`src/rtl/swsc_pkg.sv`:
```
package swsc_pkg;

    localparam int FLOW_COUNT_DEF = 128;
    localparam int SEQ_WIDTH_DEF  = 16;

    localparam int FLOW_ID_W = 7;
    localparam int FIELD_W   = 16;
    localparam int FLOWS_W   = 8;

    localparam logic [15:0] TOTAL_PACKETS_RST  = 16'd100;
    localparam logic [7:0]  ACTIVE_FLOWS_RST   = 8'd1;
    localparam logic [15:0] INITIAL_WINDOW_RST = 16'd64;

    localparam int CFG_ADDR_W = 4;

    typedef enum logic [1:0] {
        REG_TOTAL_PACKETS  = 2'd0,
        REG_ACTIVE_FLOWS   = 2'd1,
        REG_INITIAL_WINDOW = 2'd2,
        REG_NONE           = 2'd3
    } t_reg_idx;

    typedef enum logic {
        MODE_SEND = 1'b0,
        MODE_ACK  = 1'b1
    } t_mode;

    typedef struct packed {
        logic [FIELD_W-1:0] total_packets;
        logic [FLOWS_W-1:0] active_flows;
        logic [FIELD_W-1:0] initial_window;
    } t_cfg;

    typedef enum logic [2:0] {
        ST_CLEAR,
        ST_IDLE,
        ST_READ,
        ST_CALC,
        ST_WRITE
    } t_state;

endpackage

```
`src/rtl/swsc_cfg.sv`:
```
module swsc_cfg
    import swsc_pkg::*;
(
    input  logic                  i_clk,
    input  logic                  i_rst_n,
    input  logic                  psel,
    input  logic                  penable,
    input  logic                  pwrite,
    input  logic [CFG_ADDR_W-1:0] paddr,
    input  logic [31:0]           pwdata,
    output logic [31:0]           prdata,
    output logic                  pready,
    output t_cfg                  o_cfg
);

    t_cfg     r_cfg;
    t_reg_idx w_idx;
    logic     w_wr;

    assign pready = 1'b1;
    assign w_wr   = psel && penable && pwrite;

    // The word address maps straight onto the register index; index three is unused.
    assign w_idx = t_reg_idx'(paddr[CFG_ADDR_W-1:2]);

    always_ff @(posedge i_clk) begin
        if (!i_rst_n) begin
            r_cfg.total_packets  <= TOTAL_PACKETS_RST;
            r_cfg.active_flows   <= ACTIVE_FLOWS_RST;
            r_cfg.initial_window <= INITIAL_WINDOW_RST;
        end else if (w_wr) begin
            unique case (w_idx)
                REG_TOTAL_PACKETS:  r_cfg.total_packets  <= pwdata[FIELD_W-1:0];
                REG_ACTIVE_FLOWS:   r_cfg.active_flows   <= pwdata[FLOWS_W-1:0];
                REG_INITIAL_WINDOW: r_cfg.initial_window <= pwdata[FIELD_W-1:0];
                default: begin
                end
            endcase
        end
    end

    always_comb begin
        unique case (w_idx)
            REG_TOTAL_PACKETS:  prdata = {16'd0, r_cfg.total_packets};
            REG_ACTIVE_FLOWS:   prdata = {24'd0, r_cfg.active_flows};
            REG_INITIAL_WINDOW: prdata = {16'd0, r_cfg.initial_window};
            default:            prdata = 32'd0;
        endcase
    end

    assign o_cfg = r_cfg;

endmodule

```
`config.mk`:
```
export PLATFORM = sky130hd
export DESIGN_NAME = swsc_cfg
export DESIGN_NICKNAME = d
export VERILOG_FILES = /design/src/rtl/swsc_pkg.sv /design/src/rtl/swsc_cfg.sv
export SDC_FILE = /design/constraint.sdc
export NUM_CORES = 1
export LEC_CHECK = 0
export ABC_AREA = 1
export ABC_CLOCK_PERIOD_IN_PS = 850
export BUFFER_PORTS_ARGS = -buffer_cell sky130_fd_sc_hd__buf_4
export CORE_MARGIN = 2
export CORE_UTILIZATION = 40
export DETAILED_ROUTE_END_ITERATION = 12
export PLACE_DENSITY_LB_ADDON = 0.08
export REMOVE_ABC_BUFFERS = 1
export SYNTH_ARGS = -nofsm -noshare
export SYNTH_HDL_FRONTEND = slang
export SYNTH_SLANG_ARGS = --single-unit
```
`constraint.sdc`:
```
create_clock -name i_clk -period 0.85 [get_ports i_clk]
set_input_delay 0.1275 -clock i_clk [delete_from_list [all_inputs] [get_ports i_clk]]
set_output_delay 0.1275 -clock i_clk [all_outputs]
set_load 0.01 [all_outputs]
```
==> results.ini <==
[placement]
place_area_um2 = 2748
place_congestion = 0.7752
hpwl_um = 3673
port_buffers = 78

[setup_path]
rr_startpoint = o_cfg[18]
cp_cell_sequence = a22o_1 -> buf_6
r2r-end = o_cfg[18]
cp-start-kind = flip-flop
crit_required_ns = 0.72
cp_max_fo = 2
rrSetupSlack_ns = 0.05
cp.arrival_ns = 0.97
critPathKind = flip-flop to output port
reg2reg_depth = 4
slowest_stage = dfxtp_2
cp_slowest_stage_delay_ns = 0.33
critPathCaptureType = output port

[sta]
fin_crit_ns = 1.102
maxSlewViolCount = 0
max_freq_mhz = 907.8
setup_viol = 56
rsz0062_at_grt = yes
skew_ns = 0
finalCritPeriodShare = 1.296
finalHoldViolations = 0
final.setup.worst_slack_ns = -0.2516
timing.hold.ws_ns = 0.05430

[logic_synthesis]
yosys-top-cells-count = nand2_1 (71), nor2_1 (71), nand3_1 (48)
synth_edf_count = 0
synth_warnings = 0
synth_area_leader_cell = dfxtp_1
synth_area_um2 = 2016
yosys-top-cells-area = dfxtp_1 (40%), nand2_1 (13%), nor2_1 (13%)
ys_ff_latch = 40
netlist_instances = 302
ys.flop_type = dfxtp_1
synthDistinctLibCells = 18
synth_top_area_share = 0.3973
yosysSeqAreaShare = 0.3973
avgSynthCellArea_um2 = 6.674
synth-async-reset-ratio = 0

[floorplanning]
dieWidth_um = 74.99
die-area_um2 = 5623
initial_core_util = 0.4212
die_h_um = 74.99
num_rows = 25
ios = 114
coreArea_um2 = 4786

[grt]
grt_remaining_overflow = 0
grt_start_max_net_pins = 41
grt_pass1_wl_um = 9032
antenna_found_initial = 0
grt_use_total = 0.2088
grt_pass1_vias = 2021

[route]
drt-total-wl_um = 6243
drt_iter0_drc = 90
via_count = 2255
drc = 0
avgRoutedWirePerCell_um = 12.69
ant_nets = 0
dr.pass1.iters = 4
viasPerCell = 4.583

[clock_tree]
cts_made_buffers = 5
cts-root-buf = clkbuf_8
cts_tree = built
cts_sinks = 40
htree_levels = 2
insertion_delay_ns = 0.28
path_clk_slew_ns = 0.08
clock_path_buffers = 2

[finish]
largest_register_ffs = 40
final_area_um2 = 3600
area_delta_synth_final_pct = 78.58
drive_gt1_frac = 0.4824
fin_nets = 465
antennaDiodeCount = 0

[outcome]
violations = setup timing
run_status = finished with violations

[pwr]
ir_drop_v = 0.0009259
p_leak_nw = 1.755
power_density_nw_per_um2 = 1226

[worst_hold_path]
holdPathEnd = o_cfg[29]
min_path_type = input port to flip-flop
min_from = pwdata[5]
holdPathStages = 3

[run]
drv_cap = 0

==> worst max path at each step <==
stage                     startpoint          to  slack [ns]  cells after the start
after floorplan             paddr[3]   o_cfg[26]       -0.68                      4
after global placement      paddr[3]  prdata[12]       -0.18                      5
after detailed placement    paddr[3]   prdata[2]       -0.19                      6
after CTS                  o_cfg[32]   prdata[8]       -0.23                      2
after global routing       o_cfg[38]  prdata[14]       -0.29                      2
final                      o_cfg[38]  prdata[14]       -0.25                      2
==> metal layers <==
layer | share of wire | global-route usage | vias to the layer above | wire, µm
met5 | 0 | 0 | - | 0
met4 | 0.0070 | 0.05357 | 0 | 44
met3 | 0.051 | 0.04418 | 4 | 319
met2 | 0.52 | 0.3743 | 62 | 3245
met1 | 0.42 | 0.2535 | 1037 | 2633
li1 | - | - | 1152 | -
==> report_power, final <==
part | total, mW | internal [mW] | switching [mW]
registers | 1.95 | 1.92 | 0.0343
clock network | 1.66 | 0.961 | 0.702
logic | 0.798 | 0.400 | 0.398
==> area by class of cell <==
type	count	area (µm²)
clock buffers	6	82.58
repair buffers	133	1421
inverters	19	71.32
flip-flops and latches	40	853.3
well taps	67	83.83
fillers	404	1186
clock inverters	2	38.79
multi-input cells	225	1049
==> stage by stage <==
step	utilization	worst slack (ns)	TNS [ns]	instances	power (mW)
2_1_floorplan	-	-0.6791	-24.79	284	2.271
3_3_place_gp	0.5741	-0.1830	-6.901	448	2.611
3_5_place_dp	0.5741	-0.1947	-7.098	448	2.618
4_1_cts	0.6954	-0.2330	-6.545	474	4.363
5_1_grt	0.7522	-0.2879	-8.922	492	4.597
6_report	0.7522	-0.2516	-7.351	492	4.413
==> placed cells by master, fill, tap and decap left out <==
cell type	instances
nand3_2	6
nor2_2	1
buf_12	6
nand2_2	9
nand2_1	63
dfxtp_4	1
clkbuf_8	6
inv_2	2
buf_4	38
nand3_1	43
conb_1	17
o21ai_0	2
inv_1	17
nor2_4	6
buf_6	88
bufinv_16	1
clkinv_4	1
dfxtp_2	39
nor2_1	70
a22o_1	8
clkbuf_16	1
==> repair_timing <==
| action | in CTS | in global routing |
|---|---|---|
| cloned | 0 | 1 |
| setup buffers | 18 | 17 |
| endpoints found under the hold margin | 0 | 0 |
| resized for setup | 113 | 32 |
| hold buffers | 0 | 0 |
| pin swaps | 17 | 9 |
| endpoints found under the setup margin | 56 | 56 |
==> worst max-delay path, delay by kind of cell, from the launching register on <==
| kind | cells | cell delay, ns |
|---|---|---|
| DFF | 1 | 0.33 |
| buffers and inverters | 1 | 0.12 |
| AOI/OAI and AO/OA | 1 | 0.23 |
==> logic make-up (layout without fill, tap and decap cells) <==
family	Yosys count	count (layout)	share of synthesized area
AO/OA/AOI/OAI	10	10	0.03973
buffers and inverters	52	160	0.1415
flip-flops	40	40	0.3973
other	2	17	0.003726
AND/OR/NAND/NOR	198	198	0.4178
No activity file was read; power rests on OpenSTA's default activity.
