$ cat config.mk
export PLATFORM = sky130hd
export DESIGN_NAME = swsc_core
export DESIGN_NICKNAME = d
export VERILOG_FILES = /design/src/rtl/swsc_pkg.sv /design/src/rtl/swsc_core.sv
export SDC_FILE = /design/constraint.sdc
export NUM_CORES = 1
export LEC_CHECK = 0
export ABC_CLOCK_PERIOD_IN_PS = 8850
export BUFFER_PORTS_ARGS = -buffer_cell sky130_fd_sc_hd__buf_2
export CAP_MARGIN = 0
export CORE_MARGIN = 10
export CORE_UTILIZATION = 59
export CTS_BUF_LIST = sky130_fd_sc_hd__clkbuf_8
export DETAILED_ROUTE_END_ITERATION = 10
export GPL_TIMING_DRIVEN = 0
export PLACE_DENSITY = 0.85
export SETUP_SLACK_MARGIN = 0.2
export SLEW_MARGIN = 20
export SYNTH_ARGS = -nofsm -noshare
export SYNTH_HDL_FRONTEND = slang
export SYNTH_SLANG_ARGS = --single-unit
$ cat constraint.sdc
create_clock -name i_clk -period 8.85 [get_ports i_clk]
set_input_delay 0 -clock i_clk [delete_from_list [all_inputs] [get_ports i_clk]]
set_output_delay 0 -clock i_clk [all_outputs]
set_load 0.01 [all_outputs]
$ cat src/rtl/swsc_pkg.sv
package swsc_pkg;

    localparam int FLOW_COUNT_DEF = 128;
    localparam int SEQ_WIDTH_DEF  = 16;

    localparam int FLOW_ID_W = 7;
    localparam int FIELD_W   = 16;
    localparam int FLOWS_W   = 8;

    localparam logic [15:0] TOTAL_PACKETS_RST  = 16'd100;
    localparam logic [7:0]  ACTIVE_FLOWS_RST   = 8'd1;
    localparam logic [15:0] INITIAL_WINDOW_RST = 16'd64;

    localparam int CFG_ADDR_W = 4;

    typedef enum logic [1:0] {
        REG_TOTAL_PACKETS  = 2'd0,
        REG_ACTIVE_FLOWS   = 2'd1,
        REG_INITIAL_WINDOW = 2'd2,
        REG_NONE           = 2'd3
    } t_reg_idx;

    typedef enum logic {
        MODE_SEND = 1'b0,
        MODE_ACK  = 1'b1
    } t_mode;

    typedef struct packed {
        logic [FIELD_W-1:0] total_packets;
        logic [FLOWS_W-1:0] active_flows;
        logic [FIELD_W-1:0] initial_window;
    } t_cfg;

    typedef enum logic [2:0] {
        ST_CLEAR,
        ST_IDLE,
        ST_READ,
        ST_CALC,
        ST_WRITE
    } t_state;

endpackage

$ cat src/rtl/swsc_core.sv
module swsc_core
    import swsc_pkg::*;
#(
    parameter int FLOW_COUNT = FLOW_COUNT_DEF,
    parameter int SEQ_WIDTH  = SEQ_WIDTH_DEF,
    parameter int AW         = 7,
    parameter int EW         = 81
) (
    input  logic                 i_clk,
    input  logic                 i_rst_n,
    input  t_cfg                 i_cfg,
    input  logic                 i_valid,
    output logic                 o_ready,
    input  logic                 i_mode,
    input  logic [FLOW_ID_W-1:0] i_flow_id,
    input  logic [FIELD_W-1:0]   i_ack_number,
    input  logic [FIELD_W-1:0]   i_peer_window,
    output logic                 o_valid,
    input  logic                 i_ready,
    output logic [FIELD_W-1:0]   o_first_seq,
    output logic [FIELD_W-1:0]   o_grant_count,
    output logic [FIELD_W-1:0]   o_usable_window,
    output logic                 o_flow_done,
    output logic                 o_bad_flow,
    output logic                 o_mem_we,
    output logic [AW-1:0]        o_mem_waddr,
    output logic [EW-1:0]        o_mem_wdata,
    output logic                 o_mem_re,
    output logic [AW-1:0]        o_mem_raddr,
    input  logic [EW-1:0]        i_mem_rdata
);

    localparam int CW = (SEQ_WIDTH > FIELD_W) ? SEQ_WIDTH : FIELD_W;

    function automatic logic [FIELD_W-1:0] win_left(input logic [FIELD_W-1:0]   w,
                                                    input logic [SEQ_WIDTH-1:0] fl);
        logic [CW-1:0] we;
        logic [CW-1:0] fe;
        logic [CW-1:0] d;
        begin
            we = CW'(w);
            fe = CW'(fl);
            d  = we - fe;
            win_left = (we > fe) ? d[FIELD_W-1:0] : '0;
        end
    endfunction

    t_state r_state, n_state;
    logic [AW-1:0] r_clr_addr;
    logic          r_out_valid;

    // Item context captured at acceptance.
    logic                 r_mode;
    logic                 r_bad;
    logic [SEQ_WIDTH-1:0] r_ackm;
    logic [FIELD_W-1:0]   r_peer;
    logic [AW-1:0]        r_addr;

    // Working copy of the flow entry.
    logic [SEQ_WIDTH-1:0] r_next;
    logic [SEQ_WIDTH-1:0] r_acked;
    logic [FIELD_W-1:0]   r_written;
    logic [FIELD_W-1:0]   r_adv;
    logic                 r_seen;
    logic [FIELD_W-1:0]   r_eff;
    logic [FIELD_W-1:0]   r_w;
    logic [SEQ_WIDTH-1:0] r_fl;
    logic [FIELD_W-1:0]   r_avail;
    logic [FIELD_W-1:0]   r_remain;
    logic                 r_newer;
    logic [FIELD_W-1:0]   r_grant;
    logic [FIELD_W-1:0]   r_first;

    logic [FIELD_W-1:0] r_o_first;
    logic [FIELD_W-1:0] r_o_grant;
    logic [FIELD_W-1:0] r_o_usable;
    logic               r_o_done;
    logic               r_o_bad;

    logic                     w_accept;
    logic                     w_bad_in;
    logic [AW+FLOW_ID_W-1:0]  w_fid_ext;
    logic                     w_advance;

    logic [SEQ_WIDTH-1:0] m_next;
    logic [SEQ_WIDTH-1:0] m_acked;
    logic [FIELD_W-1:0]   m_written;
    logic [FIELD_W-1:0]   m_adv;
    logic                 m_seen;
    logic [FIELD_W-1:0]   m_eff;

    logic                 rd_newer;
    logic [SEQ_WIDTH-1:0] rd_acked;
    logic [SEQ_WIDTH-1:0] rd_fl;
    logic [FIELD_W-1:0]   rd_w;
    logic [FIELD_W-1:0]   rd_remain;

    logic [FIELD_W-1:0]   c_grant;

    logic [FIELD_W-1:0]   wr_left;
    logic [FIELD_W-1:0]   wr_eff;
    logic                 wr_done;

    assign w_accept  = i_valid && o_ready;
    assign w_fid_ext = {{AW{1'b0}}, i_flow_id};
    assign w_bad_in  = ({1'b0, i_flow_id} >= i_cfg.active_flows) ||
                       (int'(i_flow_id) >= FLOW_COUNT);

    // The result register frees up when it is empty or being taken.
    assign w_advance = (r_state == ST_WRITE) && (!r_out_valid || i_ready);

    assign {m_next, m_acked, m_written, m_adv, m_seen, m_eff} = i_mem_rdata;

    always_comb begin
        rd_newer  = r_ackm > m_acked;
        rd_acked  = (r_mode == MODE_ACK && rd_newer) ? r_ackm : m_acked;
        rd_fl     = m_next - rd_acked - SEQ_WIDTH'(1);
        if (r_mode == MODE_ACK) begin
            rd_w = r_peer;
        end else begin
            rd_w = m_seen ? m_adv : i_cfg.initial_window;
        end
        rd_remain = (m_written < i_cfg.total_packets) ?
                    (i_cfg.total_packets - m_written) : '0;
    end

    assign c_grant = (r_mode == MODE_ACK) ? '0 :
                     ((r_avail < r_remain) ? r_avail : r_remain);

    always_comb begin
        wr_left = win_left(r_w, r_fl);
        wr_eff  = (r_mode == MODE_ACK && r_newer) ? wr_left : r_eff;
        wr_done = (r_written >= i_cfg.total_packets) && (r_fl == '0);
    end

    always_comb begin
        n_state = r_state;
        o_ready = 1'b0;
        unique case (r_state)
            ST_CLEAR: begin
                if (r_clr_addr == AW'(FLOW_COUNT - 1)) begin
                    n_state = ST_IDLE;
                end
            end
            ST_IDLE: begin
                o_ready = 1'b1;
                if (i_valid) begin
                    n_state = ST_READ;
                end
            end
            ST_READ:  n_state = ST_CALC;
            ST_CALC:  n_state = ST_WRITE;
            ST_WRITE: begin
                if (w_advance) begin
                    n_state = ST_IDLE;
                end
            end
            default:  n_state = ST_IDLE;
        endcase
    end

    always_ff @(posedge i_clk) begin
        if (!i_rst_n) begin
            r_state     <= ST_CLEAR;
            r_clr_addr  <= '0;
            r_out_valid <= 1'b0;
        end else begin
            r_state <= n_state;
            if (r_state == ST_CLEAR) begin
                r_clr_addr <= r_clr_addr + AW'(1);
            end
            if (w_advance) begin
                r_out_valid <= 1'b1;
            end else if (i_ready) begin
                r_out_valid <= 1'b0;
            end
        end
    end

    always_ff @(posedge i_clk) begin
        if (w_accept) begin
            r_mode <= i_mode;
            r_bad  <= w_bad_in;
            r_ackm <= SEQ_WIDTH'(i_ack_number);
            r_peer <= i_peer_window;
            r_addr <= w_fid_ext[AW-1:0];
        end
        if (r_state == ST_READ) begin
            r_next    <= m_next;
            r_acked   <= rd_acked;
            r_written <= m_written;
            r_adv     <= (r_mode == MODE_ACK) ? r_peer : m_adv;
            r_seen    <= (r_mode == MODE_ACK) || m_seen;
            r_eff     <= m_eff;
            r_w       <= rd_w;
            r_fl      <= rd_fl;
            r_avail   <= win_left(rd_w, rd_fl);
            r_remain  <= rd_remain;
            r_newer   <= rd_newer;
        end
        if (r_state == ST_CALC) begin
            r_first   <= FIELD_W'(r_next);
            r_grant   <= c_grant;
            r_next    <= r_next + SEQ_WIDTH'(c_grant);
            r_fl      <= r_fl + SEQ_WIDTH'(c_grant);
            r_written <= r_written + c_grant;
        end
        if (w_advance) begin
            r_o_bad <= r_bad;
            if (r_bad) begin
                r_o_first  <= '0;
                r_o_grant  <= '0;
                r_o_usable <= '0;
                r_o_done   <= 1'b0;
            end else begin
                r_o_first  <= (r_mode == MODE_ACK) ? '0 : r_first;
                r_o_grant  <= r_grant;
                r_o_usable <= (r_mode == MODE_ACK) ? wr_eff : wr_left;
                r_o_done   <= wr_done;
            end
        end
    end

    // Memory port control: the clearing pass owns the write port after reset.
    always_comb begin
        o_mem_re    = w_accept;
        o_mem_raddr = w_fid_ext[AW-1:0];
        if (r_state == ST_CLEAR) begin
            o_mem_we    = 1'b1;
            o_mem_waddr = r_clr_addr;
            o_mem_wdata = {SEQ_WIDTH'(1), {SEQ_WIDTH{1'b0}}, {FIELD_W{1'b0}},
                           {FIELD_W{1'b0}}, 1'b0, {FIELD_W{1'b0}}};
        end else begin
            o_mem_we    = w_advance && !r_bad;
            o_mem_waddr = r_addr;
            o_mem_wdata = {r_next, r_acked, r_written, r_adv, r_seen, wr_eff};
        end
    end

    assign o_valid         = r_out_valid;
    assign o_first_seq     = r_o_first;
    assign o_grant_count   = r_o_grant;
    assign o_usable_window = r_o_usable;
    assign o_flow_done     = r_o_done;
    assign o_bad_flow      = r_o_bad;

endmodule

==> flow_metrics.py, run 1 <==
metrics = {
    "die": {
        "fp-row-count": 63,
        "floorplan.die_area_um2": 37600,
        "start_util": 0.601,
        "fp.dieH_um": 194,
        "ios": 314,
        "die-width_um": 194,
        "coreArea_um2": 29700,
    },
    "routing": {
        "viasPerCell": 6.02,
        "drt_iter0_markers": 1959,
        "ant_nets": 0,
        "wire_per_inst_um": 21.9,
        "dr.pass1.iters": 7,
        "vias": 16200,
        "route.detailed.drc": 0,
        "wl_um": 59100,
    },
    "setup_path": {
        "crit_arrival_ns": 7.76,
        "critPathKind": "reg2reg",
        "cp-end-kind": "flop",
        "critPathMaxFanout": 10,
        "start_kind": "flop",
        "cp.required_ns": 9.17,
    },
    "synth": {
        "yosysMostFrequentCell": "edfxtp_1",
        "yosys_warnings": 0,
        "synth_area_um2": 17900,
        "seq_area_frac_synth": 0.465,
        "syn-num-nets": 2097,
        "synth_seq_cells": 280,
        "ys.flop_type": "edfxtp_1",
        "yosys.area.top_type_share": 0.452,
        "synth.area.top_cells": "edfxtp_1 (45%), ha_1 (11%), nand2_1 (3.8%)",
        "synth_enable_flop_cells": 269,
        "yosysUniqueCellTypes": 74,
        "async_flop_share": 0,
        "netlist_top_cells_count": "edfxtp_1 (269), nand2_1 (180), ha_1 (158)",
        "syn_inst": 1767,
        "avgSynthCellArea_um2": 10.1,
        "yosys.area.top_type": "edfxtp_1",
    },
    "grt": {
        "grt_pass1_wl_um": 90300,
        "use_met1": 0.365,
        "grt_use_total": 0.299,
        "grt_max_degree": 35,
        "globalRoute.totalOverflow": 0,
        "met2_usage": 0.495,
        "use_met3": 0.0738,
        "grt-busiest-layer": "met2",
        "antenna_found_initial": 4,
        "grt_pass1_vias": 16400,
    },
    "power": {
        "power_leakage_nw": 9.86,
        "fin_total_pwr_mw": 3.07,
        "ir_worst_vdd_uv": 120,
        "powerDensity_nw_per_um2": 138,
    },
    "sta": {
        "postLayoutSetupSlackWorst_ns": 1.41,
        "relSlewSlack": 0.294,
        "finalHoldViolCount": 0,
        "period_share": 0.841,
        "setup_tns_ns": 0,
        "hold_slack_ns": 0.0167,
        "clock_skew_ns": 0.0309,
        "tightest_slew_ns": 1.05,
        "min_period_ns": 7.44,
        "finalSetupViolations": 0,
        "max_freq_mhz": 134,
        "drv_slew": 0,
        "rsz0062_at_grt": "no",
    },
    "finish": {
        "layout-drive-gt1-share": 0.184,
        "design_area_um2": 22300,
        "syn_to_final_growth_pct": 24.8,
        "final_nets": 2598,
    },
    "clock_tree": {
        "cts.repair.resized": 0,
        "cts_setup_buffers": 0,
        "cts_tree": "built",
        "clk_latency_ns": 0.58,
        "ctsHoldBuffers": 131,
        "cts_root_buf": "clkbuf_8",
        "cts-htree-levels": 2,
        "cts_sinks": 280,
        "cts_buffer_depth": 3,
        "numCtsBuffers": 47,
        "clkTransAtPathRegs_ns": 0.06,
    },
    "outcome": {
        "status": "finished clean",
    },
    "placed_design": {
        "place_ws_ns": 1.62,
        "dp_hpwl_um": 43000,
        "routabilityCongestion": 1.00,
        "place_area_um2": 20100,
        "io_buffers": 312,
    },
    "min_path": {
        "hold_path_class": "in2reg",
    },
    "job": {
        "max-cap-violations": 0,
    },
}
==> cell families after synthesis <==
family / Yosys count / share of synthesized area
simple gates: 597 / 0.167
compound gates: 386 / 0.139
flops: 280 / 0.465
buf+inv: 215 / 0.0472
fa+ha+maj: 168 / 0.120
xor+xnor: 88 / 0.0432
mux: 33 / 0.0190
==> where the power goes <==
group,switching [mW],internal (mW),total (mW)
combinational,0.279,0.234,0.513
clock,0.551,0.544,1.10
sequential,0.00188,1.46,1.46
total,0.832,2.24,3.07
==> state kept, by name, indices dropped and copies added, names as in the netlist, 16 cells and up <==
signal,flops
r_first,16
r_written,16
r_adv,16
r_avail,16
r_fl,16
o_usable_window,16
r_peer,16
r_eff,16
r_next,16
r_ackm,16
o_first_seq,16
r_grant,16
o_grant_count,16
r_remain,16
r_acked,16
r_w,16
==> stage by stage <==
stage          cells   util
3_5_place_dp    2478  0.677
2_1_floorplan   1767      -
3_3_place_gp    2469  0.670
5_1_grt         2694  0.750
4_1_cts         2690  0.750
6_report        2694  0.750
==> worst paths after layout <==
check,from,endpoint,slack (ns),cells after the start
setup / recovery,r_mode$_DFFE_PP_,r_avail[11]$_SDFFCE_PP0P_,1.41,24
hold / removal,i_cfg[26],r_remain[2]$_SDFFCE_PP0P_,0.02,4
setup reg to reg,r_mode$_DFFE_PP_,r_avail[11]$_SDFFCE_PP0P_,1.41,24
hold reg to reg,r_bad$_DFFE_PP_,o_bad_flow$_DFFE_PP_,0.47,0
==> layer usage <==
layer	share of wire	wire length, um
met1	0.37	21900
met2	0.47	27800
met3	0.11	6800
met4	0.045	2660
met5	0	0
==> critical path, stage by stage (launching register included) <==
cell and delay (ns):
edfxtp_1 0.32, clkbuf_1 0.29, clkbuf_1 0.63, inv_1 0.40, a311oi_1 0.44, clkbuf_1 0.48, clkbuf_1 0.43, a21oi_1 0.18
ha_1 0.32, a211oi_1 0.31, nor2_1 0.09, o21ai_0 0.21, nor2b_1 0.19, xor2_1 0.26, ha_1 0.37, or4_1 0.57
o221a_2 0.17, nor2_1 0.08, o21ai_0 0.11, a222oi_1 0.42, nor2_1 0.13, a221oi_1 0.28, a31o_2 0.26, buf_6 0.17
nor2_1 0.07
==> cell type report <==
| class | count | area (um2) |
|---|---|---|
| inverters | 154 | 578 |
| well taps | 390 | 488 |
| plain buffers | 61 | 265 |
| repair buffers | 452 | 3060 |
| diodes | 4 | 10.0 |
| flip-flops and latches | 280 | 8300 |
| clock inverters | 32 | 174 |
| multi-input cells | 1272 | 8740 |
| fillers | 2020 | 7430 |
| clock buffers | 49 | 674 |
==> layout by cell type, fill, tap and decap left out, types with 48 or more instances in the layout <==
master         instances
nor2b_1               48
buf_2                314
o21ai_0              101
dlygate4sd3_1        131
ha_1                 158
inv_1                158
clkbuf_8              49
nand2_1              180
nor2_1               105
and2_1                97
edfxtp_1             269
a21oi_1              104
(Power assumes the default switching activity.)
==> run 2, diff against run 1 <==
--- a/config.mk
+++ b/config.mk
@@ -5,15 +5,15 @@
 export SDC_FILE = /design/constraint.sdc
 export NUM_CORES = 1
 export LEC_CHECK = 0
-export ABC_CLOCK_PERIOD_IN_PS = 8850
+export ABC_CLOCK_PERIOD_IN_PS = 6100
 export BUFFER_PORTS_ARGS = -buffer_cell sky130_fd_sc_hd__buf_2
 export CAP_MARGIN = 0
 export CORE_MARGIN = 10
-export CORE_UTILIZATION = 59
+export CORE_UTILIZATION = 53
 export CTS_BUF_LIST = sky130_fd_sc_hd__clkbuf_8
 export DETAILED_ROUTE_END_ITERATION = 10
 export GPL_TIMING_DRIVEN = 0
-export PLACE_DENSITY = 0.85
+export PLACE_DENSITY = 0.8
 export SETUP_SLACK_MARGIN = 0.2
 export SLEW_MARGIN = 20
 export SYNTH_ARGS = -nofsm -noshare
==> constraint.sdc (replaced) <==
create_clock -name i_clk -period 6.1 [get_ports i_clk]
set_input_delay 0 -clock i_clk [delete_from_list [all_inputs] [get_ports i_clk]]
set_output_delay 0 -clock i_clk [all_outputs]
set_load 0.01 [all_outputs]
==> run 2 against run 1 <==
Wire length is 1.1% higher. Final cell count up 3.7%. Combinational power rose by 74%. Core utilization down 5.7 points. Critical path depth up 2. Global-route usage down 2.2 points. Critical path type unchanged.
==> flow_metrics.py, run 2 (synthesized netlist as in run 1, its figures left out) <==
metrics = {
    "outcome": {
        "status": "finished clean",
    },
    "setup_path": {
        "critPathMaxFanout": 6,
        "critPathKind": "reg2reg",
        "r2r-start": "r_ackm[9]$_DFFE_PP_",
        "start_kind": "flop",
        "r2r_cells": 26,
        "rrSetupSlack_ns": 0.02,
        "cp.required_ns": 6.45,
        "cp-startpoint": "r_ackm[9]$_DFFE_PP_",
        "endpoint": "r_avail[15]$_SDFFCE_PP0P_",
        "crit-reg2reg-capture": "r_avail[15]$_SDFFCE_PP0P_",
        "cp-end-kind": "flop",
        "crit_arrival_ns": 6.43,
    },
    "finish": {
        "stdcell_count": 2795,
        "mostFrequentLayoutCell": "buf_2",
        "syn_to_final_growth_pct": 29.5,
        "design_area_um2": 23100,
        "final_nets": 2639,
        "layout-drive-gt1-share": 0.220,
        "layout_common_cells": "buf_2 (315), edfxtp_1 (269), nand2_1 (180)",
    },
    "die": {
        "coreArea_um2": 33400,
        "die-width_um": 204,
        "floorplan.die_area_um2": 41400,
        "fp-row-count": 67,
        "ios": 314,
        "fp.dieH_um": 204,
        "start_util": 0.535,
    },
    "power": {
        "fin_total_pwr_mw": 4.67,
        "ir_worst_vdd_uv": 177,
        "powerDensity_nw_per_um2": 202,
        "power_leakage_nw": 10.2,
    },
    "sta": {
        "tightest_slew_ns": 0.982,
        "finalHoldViolCount": 0,
        "max_freq_mhz": 164,
        "drv_slew": 0,
        "finalSetupViolations": 0,
        "hold_slack_ns": 0.0381,
        "period_share": 0.997,
        "rsz0062_at_grt": "yes",
        "clock_skew_ns": 0.0346,
        "min_period_ns": 6.08,
        "relSlewSlack": 0.339,
        "setup_tns_ns": 0,
    },
    "grt": {
        "grt_pass1_vias": 16000,
        "use_met1": 0.344,
        "met2_usage": 0.466,
        "globalRoute.totalOverflow": 0,
        "grt_max_degree": 35,
        "grt_pass1_wl_um": 90000,
        "grt_use_total": 0.277,
        "use_met3": 0.0609,
        "antenna_found_initial": 3,
        "grt-busiest-layer": "met2",
    },
    "placed_design": {
        "dp_hpwl_um": 43000,
        "place_area_um2": 20200,
        "io_buffers": 312,
        "dp_cells": 2535,
        "routabilityCongestion": 0.949,
    },
    "clock_tree": {
        "cts_sinks": 280,
        "cts_root_buf": "clkbuf_8",
        "numCtsBuffers": 49,
        "cts_tree": "built",
        "clkTransAtPathRegs_ns": 0.06,
        "clk_latency_ns": 0.59,
        "cts_buffer_depth": 3,
        "cts-htree-levels": 2,
    },
    "routing": {
        "route.detailed.drc": 0,
        "dr.pass1.iters": 6,
        "wl_um": 59800,
        "viasPerCell": 5.74,
        "drt_iter0_markers": 1768,
        "vias": 16000,
        "ant_nets": 0,
        "wire_per_inst_um": 21.4,
    },
    "job": {
        "max-cap-violations": 0,
    },
    "min_path": {
        "hold_path_class": "in2reg",
    },
}
[run 2: changes by cell type in the layout (fill, tap and decap cells not counted), sizes merged]
cell and change:
clkinv -5, clkinvlp +2, dlygate4sd3 +2, bufinv +1, buf +38, inv +7
diode -2
[run 2: critical path: stages, from the launching register on]
cell and delay, ns:
edfxtp_1 0.44, ha_4 0.31, a21o_1 0.13, a21o_1 0.14
a21oi_2 0.06, o211ai_1 0.16, o211ai_1 0.19, a311oi_4 0.41
clkbuf_8 0.24, mux2i_4 0.28, ha_4 0.17, inv_2 0.04
fa_2 0.36, buf_4 0.14, buf_4 0.13, xor2_2 0.15
ha_2 0.40, o21a_1 0.12, o31a_1 0.19, o211ai_1 0.15
nor2b_1 0.16, maj3_1 0.39, maj3_1 0.39, o2111a_1 0.17
o41ai_2 0.31, xnor2_1 0.16, nor2_1 0.05
[run 2: repair_timing]
item | 4_1_cts | 5_1_grt
endpoints found under the hold margin | 147 | 0
gates resized for setup | 58 | 38
gates cloned | 1 | 0
pin swaps | 24 | 24
hold buffers | 133 | 0
setup buffers | 29 | 8
setup endpoints to repair | 24 | 22
[run 2: layout make-up]
class / instances / area, um2
Inverter: 154 / 578
Clock inverter: 37 / 220
Buffer: 61 / 309
Fill cell: 2464 / 10300
Tap cell: 448 / 561
Sequential cell: 280 / 8300
Antenna cell: 2 / 5.00
Multi-Input combinational cell: 1272 / 9090
Clock buffer: 50 / 688
Timing Repair Buffer: 491 / 3360
[run 2: through the flow]
stage	setup WS, ns	util
4_1_cts	0.198	0.686
6_report	0.0160	0.693
5_1_grt	-0.219	0.693
3_5_place_dp	-1.20	0.605
3_3_place_gp	-1.03	0.599
2_1_floorplan	0.209	-
[run 2: worst min-delay path by stage]
| stage | from | to | slack (ns) | cells past startpoint |
|---|---|---|---|---|
| after global placement | i_ack_number[9] | r_ackm[9]$_DFFE_PP_ | 0.18 | 1 |
| after CTS | i_cfg[0] | r_w[0]$_DFFE_PP_ | 0.01 | 4 |
| after floorplan | i_flow_id[0] | o_mem_raddr[0] | 0.09 | 1 |
| after global routing | i_cfg[15] | r_w[15]$_DFFE_PP_ | 0.02 | 3 |
| after detailed placement | i_ack_number[8] | r_ackm[8]$_DFFE_PP_ | 0.18 | 1 |
| final | i_cfg[0] | r_w[0]$_DFFE_PP_ | 0.04 | 4 |
[run 2: routing by layer]
metal | vias to the layer above | part of all wire
met4 | 0 | 0.038
met5 | - | 0
met2 | 885 | 0.48
met1 | 7579 | 0.38
met3 | 164 | 0.10
li1 | 7420 | -
[run 2: power breakdown]
part	internal (mW)	leakage, nW	total (mW)	switching (mW)
Clock	0.848	0.510	1.66	0.808
Combinational	0.436	7.14	0.895	0.458
Sequential	2.12	2.52	2.12	0.00258
